<file path="src/design/sal_pkg.sv">
// ----------------------------------------------------------------------------
// sal_pkg
// Shared constants, operation codes and controller/datapath interface types
// for the bounded sequential list.
// ----------------------------------------------------------------------------
package sal_pkg;

  localparam int DEPTH      = 1024;
  localparam int DATA_WIDTH = 32;

  localparam int ADDR_W  = $clog2(DEPTH);
  localparam int COUNT_W = $clog2(DEPTH + 1);

  // fixed port widths
  localparam int OP_W    = 3;
  localparam int POS_W   = 11;
  localparam int IN_W    = 32;
  localparam int OUT_W   = 32;
  localparam int CNT_O_W = 11;

  localparam int CMP_W = (POS_W > COUNT_W) ? POS_W : COUNT_W;

  localparam logic [COUNT_W-1:0] FULL_COUNT = COUNT_W'(DEPTH);

  typedef enum logic [OP_W-1:0] {
    OP_CLEAR     = 3'd0,
    OP_APPEND    = 3'd1,
    OP_INSERT    = 3'd2,
    OP_REM_FIRST = 3'd3,
    OP_REM_LAST  = 3'd4,
    OP_REM_AT    = 3'd5
  } sal_op_t;

  typedef struct packed {
    logic load;    // capture request fields
    logic start;   // set up shift cursor and length
    logic step;    // advance one shift step
    logic finish;  // commit count, final write, load result
  } sal_cmd_t;

  typedef struct packed {
    logic early;   // rejected or clear: no shift needed
    logic done;    // shift pass drained
  } sal_stat_t;

endpackage

</file>
<file path="src/design/sal_ctrl.sv">
// ----------------------------------------------------------------------------
// sal_ctrl
// Controller: takes one request, checks it, runs any shift pass it needs and
// hands the result to the output register once the output side is free.
// ----------------------------------------------------------------------------
module sal_ctrl (
  input  logic                clk,
  input  logic                rst,
  input  logic                req_valid,
  output logic                req_stall,
  output logic                rsp_valid,
  input  logic                rsp_stall,
  output sal_pkg::sal_cmd_t   cmd,
  input  sal_pkg::sal_stat_t  stat
);
  import sal_pkg::*;

  typedef enum logic [2:0] {
    ST_IDLE  = 3'b001,
    ST_SETUP = 3'b010,
    ST_SHIFT = 3'b100
  } state_t;

  state_t state;
  state_t state_next;
  logic   out_free;

  assign out_free  = !rsp_valid || !rsp_stall;
  assign req_stall = (state != ST_IDLE);

  always_comb begin
    state_next = state;
    cmd        = '0;
    case (state)
      ST_IDLE: begin
        if (req_valid) begin
          cmd.load   = 1'b1;
          state_next = ST_SETUP;
        end
      end
      ST_SETUP: begin
        if (stat.early) begin
          if (out_free) begin
            cmd.finish = 1'b1;
            state_next = ST_IDLE;
          end
        end else begin
          cmd.start  = 1'b1;
          state_next = ST_SHIFT;
        end
      end
      ST_SHIFT: begin
        cmd.step = 1'b1;
        if (stat.done && out_free) begin
          cmd.finish = 1'b1;
          state_next = ST_IDLE;
        end
      end
      default: begin
        state_next = ST_IDLE;
      end
    endcase
  end

  always_ff @(posedge clk) begin
    if (rst) begin
      state     <= ST_IDLE;
      rsp_valid <= 1'b0;
    end else begin
      state <= state_next;
      if (cmd.finish) begin
        rsp_valid <= 1'b1;
      end else if (!rsp_stall) begin
        rsp_valid <= 1'b0;
      end
    end
  end

  a_no_overwrite: assert property (@(posedge clk) disable iff (rst)
    cmd.finish |-> !(rsp_valid && rsp_stall))
    else $error("result overwritten while held");

  a_load_to_setup: assert property (@(posedge clk) disable iff (rst)
    cmd.load |=> (state == ST_SETUP))
    else $error("request load not followed by setup");

  a_finish_valid: assert property (@(posedge clk) disable iff (rst)
    cmd.finish |=> rsp_valid)
    else $error("finished result not presented");

endmodule

</file>
<file path="config.mk">
export PLATFORM = sky130hd
export DESIGN_NAME = sal_ctrl
export DESIGN_NICKNAME = d
export VERILOG_FILES = /design/src/design/sal_pkg.sv /design/src/design/sal_ctrl.sv
export SDC_FILE = /design/constraint.sdc
export NUM_CORES = 1
export LEC_CHECK = 0
export ABC_AREA = 1
export BUFFER_PORTS_ARGS = -buffer_cell sky130_fd_sc_hd__buf_4
export CAP_MARGIN = 20
export CORE_AREA = 3 3 40 42
export CTS_CLUSTER_DIAMETER = 150
export DETAILED_ROUTE_END_ITERATION = 12
export DIE_AREA = 0 0 43 45
export HOLD_SLACK_MARGIN = 0.15
export SETUP_SLACK_MARGIN = 0.2
export SYNTH_ARGS = -nofsm -noshare
export SYNTH_HDL_FRONTEND = slang
export SYNTH_SLANG_ARGS = --single-unit
</file>
<file path="constraint.sdc">
create_clock -name clk -period 2.3 [get_ports clk]
set_input_delay 0.345 -clock clk [delete_from_list [all_inputs] [get_ports clk]]
set_output_delay 0.345 -clock clk [all_outputs]
set_load 0.005 [all_outputs]
</file>
Word level (Yosys, flattened, before mapping):

Index checks and enable logic that the tools add are counted.

* register bits: 4
* input port bits: 6
* output and inout bits: 6
* logic and storage cells: 31

* equal/unequal tests: 8
* multiplexer cells: 16
* reduce and logical (&&, ||, !) cells: 5

Operator list (count)
* 3-bit two-way mux: 4
* 1-bit two-way mux: 10
* 3-bit case mux with 3 select lines: 1
* 2-bit != test (second input constant): 2
* 3-bit by 1-bit equality test with 1-bit output (second input constant): 1
* 3-bit by 2-bit equality test with 1-bit output (second input constant): 1
* 3-bit equality test (second input constant): 1
* 3-bit by 1-bit != test with 1-bit output (second input constant): 1
* 3-bit != test (second input constant): 1
* 3-bit AND reduction: 1
* 1-bit zero test: 2
* 2-bit by 1-bit != test with 1-bit output (second input constant): 1
* 1-bit case mux with 2 select lines: 1
* 1-bit logical AND: 1
* 1-bit logical OR: 1

Depth between registers and ports, before layout:

* depth in word-level cells: 6
* gate-level depth with buffers: 8
* depth with buffers taken out: 8

Worst setup path after synthesis:

OpenSTA, ideal clock, no wires.

* path type: register to output
* start point: reg state[0]
* end point: out cmd[2] (netlist name)
* arrival time: 0.789 ns
* setup slack: 1.166 ns
* cell stages (with the launch flop): 5
* path through: dfxtp_1 -> nor2_2 -> nand2_2 -> or2_1 -> inv_2

RTL lines
* start, declared: line sal_ctrl.sv:24 `state_t state;`
* start signal, assigned: line sal_ctrl.sv:70 `state <= state_next;`
* end, declared: line sal_ctrl.sv:13 `output sal_pkg::sal_cmd_t cmd,`

==> results.json <==
{
  "dp.cells": 70,
  "cts.sink_count": 4,
  "finalCritPeriodShare_pct": 66.2,
  "htree_levels": 1,
  "cts_buffer_depth": 2,
  "drtPass1Iterations": 2,
  "coreArea_sq_mm": 0.00128,
  "n_antenna_cell": 0,
  "cts_tree": "built",
  "power.density_mw_per_mm2": 562,
  "critPathCaptureType": "output port",
  "cts-resized-gates": 0,
  "r2r-start": "state[0]",
  "p_seq_share_pct": 36.8,
  "num_rows": 13,
  "dieHeight_microns": 45,
  "path_buf_inv": 2,
  "drc": 0,
  "routedWlPerCell_microns": 7.64,
  "synth_nets": 50,
  "drive_above_1_share_pct": 37.9,
  "fin_skew_ns": 0.00207,
  "portBuffers": 11,
  "relSlewSlack_pct": 86.5,
  "layout_common_cells": "nand2_1, buf_4, inv_1, nor2_1",
  "clk_latency_ns": 0.23,
  "cp_top_family": "simple AND/OR/NAND/NOR gates",
  "grt_antenna_before_repair": 0,
  "place_congestion": 0.728,
  "fin_nets": 66,
  "internal_power_mw": 0.156,
  "cts_hold_buf": 0,
  "drt-total-wl_microns": 558,
  "ir_drop_mv": 0.271,
  "grt_max_degree": 6,
  "worst_ep_arrival_time_ns": 1.18,
  "dr_total_vias": 284,
  "critPathRequiredTime_ns": 1.96,
  "synth.avg_cell_area_sq_um": 5.80,
  "combPwrFrac_pct": 22.2,
  "drt_iter0_drc": 1,
  "synth_cell_types": 11,
  "max_cap_viol_count": 0,
  "design_area_sq_um": 379,
  "worstPathCellList": "nor2_2, nand2_2, or2_1, inv_2, buf_4",
  "nFillCells": 154,
  "rsz0062_at_grt": "no",
  "slew_viol_final": 0,
  "die_area_sq_mm": 0.00194,
  "grt_pass1_vias": 267,
  "netlist_area_sq_um": 255,
  "setup_viol": 0,
  "grt_use_total_pct": 7.23,
  "cp_max_fo": 3,
  "hold_path_class": "input pin to flip-flop",
  "worstHoldStart": "rst",
  "ctsRootBufferMaster": "clkbuf_4",
  "fin_cells": 73,
  "grt_pass1_wl_mm": 1.03,
  "via_per_inst": 3.89,
  "hold_viol_final": 0,
  "worst-setup-path-type": "flip-flop to output port",
  "tightestPinTransition_ns": 0.202,
  "die_w_microns": 43,
  "ant_nets": 0,
  "netlist_instances": 44,
  "fin_crit_ns": 1.52,
  "p_sw_share_pct": 26.8,
  "io_pins": 12,
  "post_cts_buffers": 0,
  "synth_seq_cells": 4,
  "fmax_mhz": 657,
  "start_util_pct": 19.9,
  "cp_slowest_cell": "dfxtp_1",
  "hpwl_microns": 464,
  "placed_cell_area_sq_um": 357,
  "critical_path.startpoint_type": "flip-flop",
  "status": "finished, final reports clean",
  "cts_buffers": 3,
  "syn_to_final_growth_pct": 48.5,
  "p_leak_nw": 0.225,
  "yosysWarnings": 0,
  "yosysSeqAreaShare_pct": 31.4,
  "p_clk_share_pct": 40.9,
  "path_clk_slew_ns": 0.04,
  "overflow": 0,
  "cp-startpoint": "state[0]",
  "p_sw_mw": 0.0571,
  "cp_slowest_stage_delay_ns": 0.32,
  "setup_tns_ns": 0
}
state kept, by name, indices dropped and copies added (netlist names):
name	flops
rsp_valid	1
state	3
cell type report:
| type | count | area (sq um) | share of cell area [%] |
|---|---|---|---|
| multi-input cells | 30 | 138 | 36.3 |
| repair buffers | 11 | 82.6 | 21.8 |
| flip-flops and latches | 4 | 80.1 | 21.1 |
| inverters | 10 | 37.5 | 9.90 |
| clock buffers | 3 | 22.5 | 5.94 |
| well taps | 15 | 18.8 | 4.95 |
cell usage after synthesis:
| cell | count | area share, % |
|---|---|---|
| nand4_1 | 1 | 2.5 |
| dfxtp_1 | 4 | 31 |
| or2_1 | 1 | 2.5 |
| inv_1 | 7 | 10 |
| nand2_2 | 1 | 2.5 |
| inv_2 | 3 | 4.4 |
| nor2_2 | 4 | 9.8 |
| nand3_1 | 4 | 7.8 |
| nor2_1 | 6 | 8.8 |
| nand2_1 | 11 | 16 |
| a21oi_1 | 2 | 3.9 |
worst paths after layout:
check	end	slack, ns	depth (start not counted)
setup / recovery	cmd[2]	0.78	5
hold reg to reg	rsp_valid	0.62	4
setup reg to reg	state[2]	1.30	6
hold / removal	state[2]	0.30	2
layer usage:
layer  part of all wire (%)  track usage [%]
met1                     49             9.11
met2                     39             9.88
met3                     10             2.79
met4                    1.1             5.42
met5                      0                0
through the flow:
step	power [mW]	hold slack [ns]	utilization, %	setup WS [ns]
2_1_floorplan	0.106	0.412	-	1.17
3_3_place_gp	0.127	0.538	27.8	1.03
3_5_place_dp	0.127	0.544	27.8	1.02
4_1_cts	0.219	0.294	29.5	0.761
5_1_grt	0.231	0.306	29.5	0.702
6_report	0.213	0.302	29.5	0.777
logic make-up after synthesis:
| group | synth area share (%) |
|---|---|
| AO/OA/AOI/OAI | 3.92 |
| buffers and inverters | 14.7 |
| AND/OR/NAND/NOR | 50.0 |
| flip-flops | 31.4 |
power groups by stage:
stage	combinational [mW]	sequential [mW]	clock [mW]
3_3_place_gp	0.0478	0.0795	0
6_report	0.0473	0.0785	0.0872
2_1_floorplan	0.0268	0.0788	0
5_1_grt	0.0557	0.0791	0.0966
3_5_place_dp	0.0477	0.0797	0
4_1_cts	0.0481	0.0785	0.0923
(Power assumes the default switching activity.)
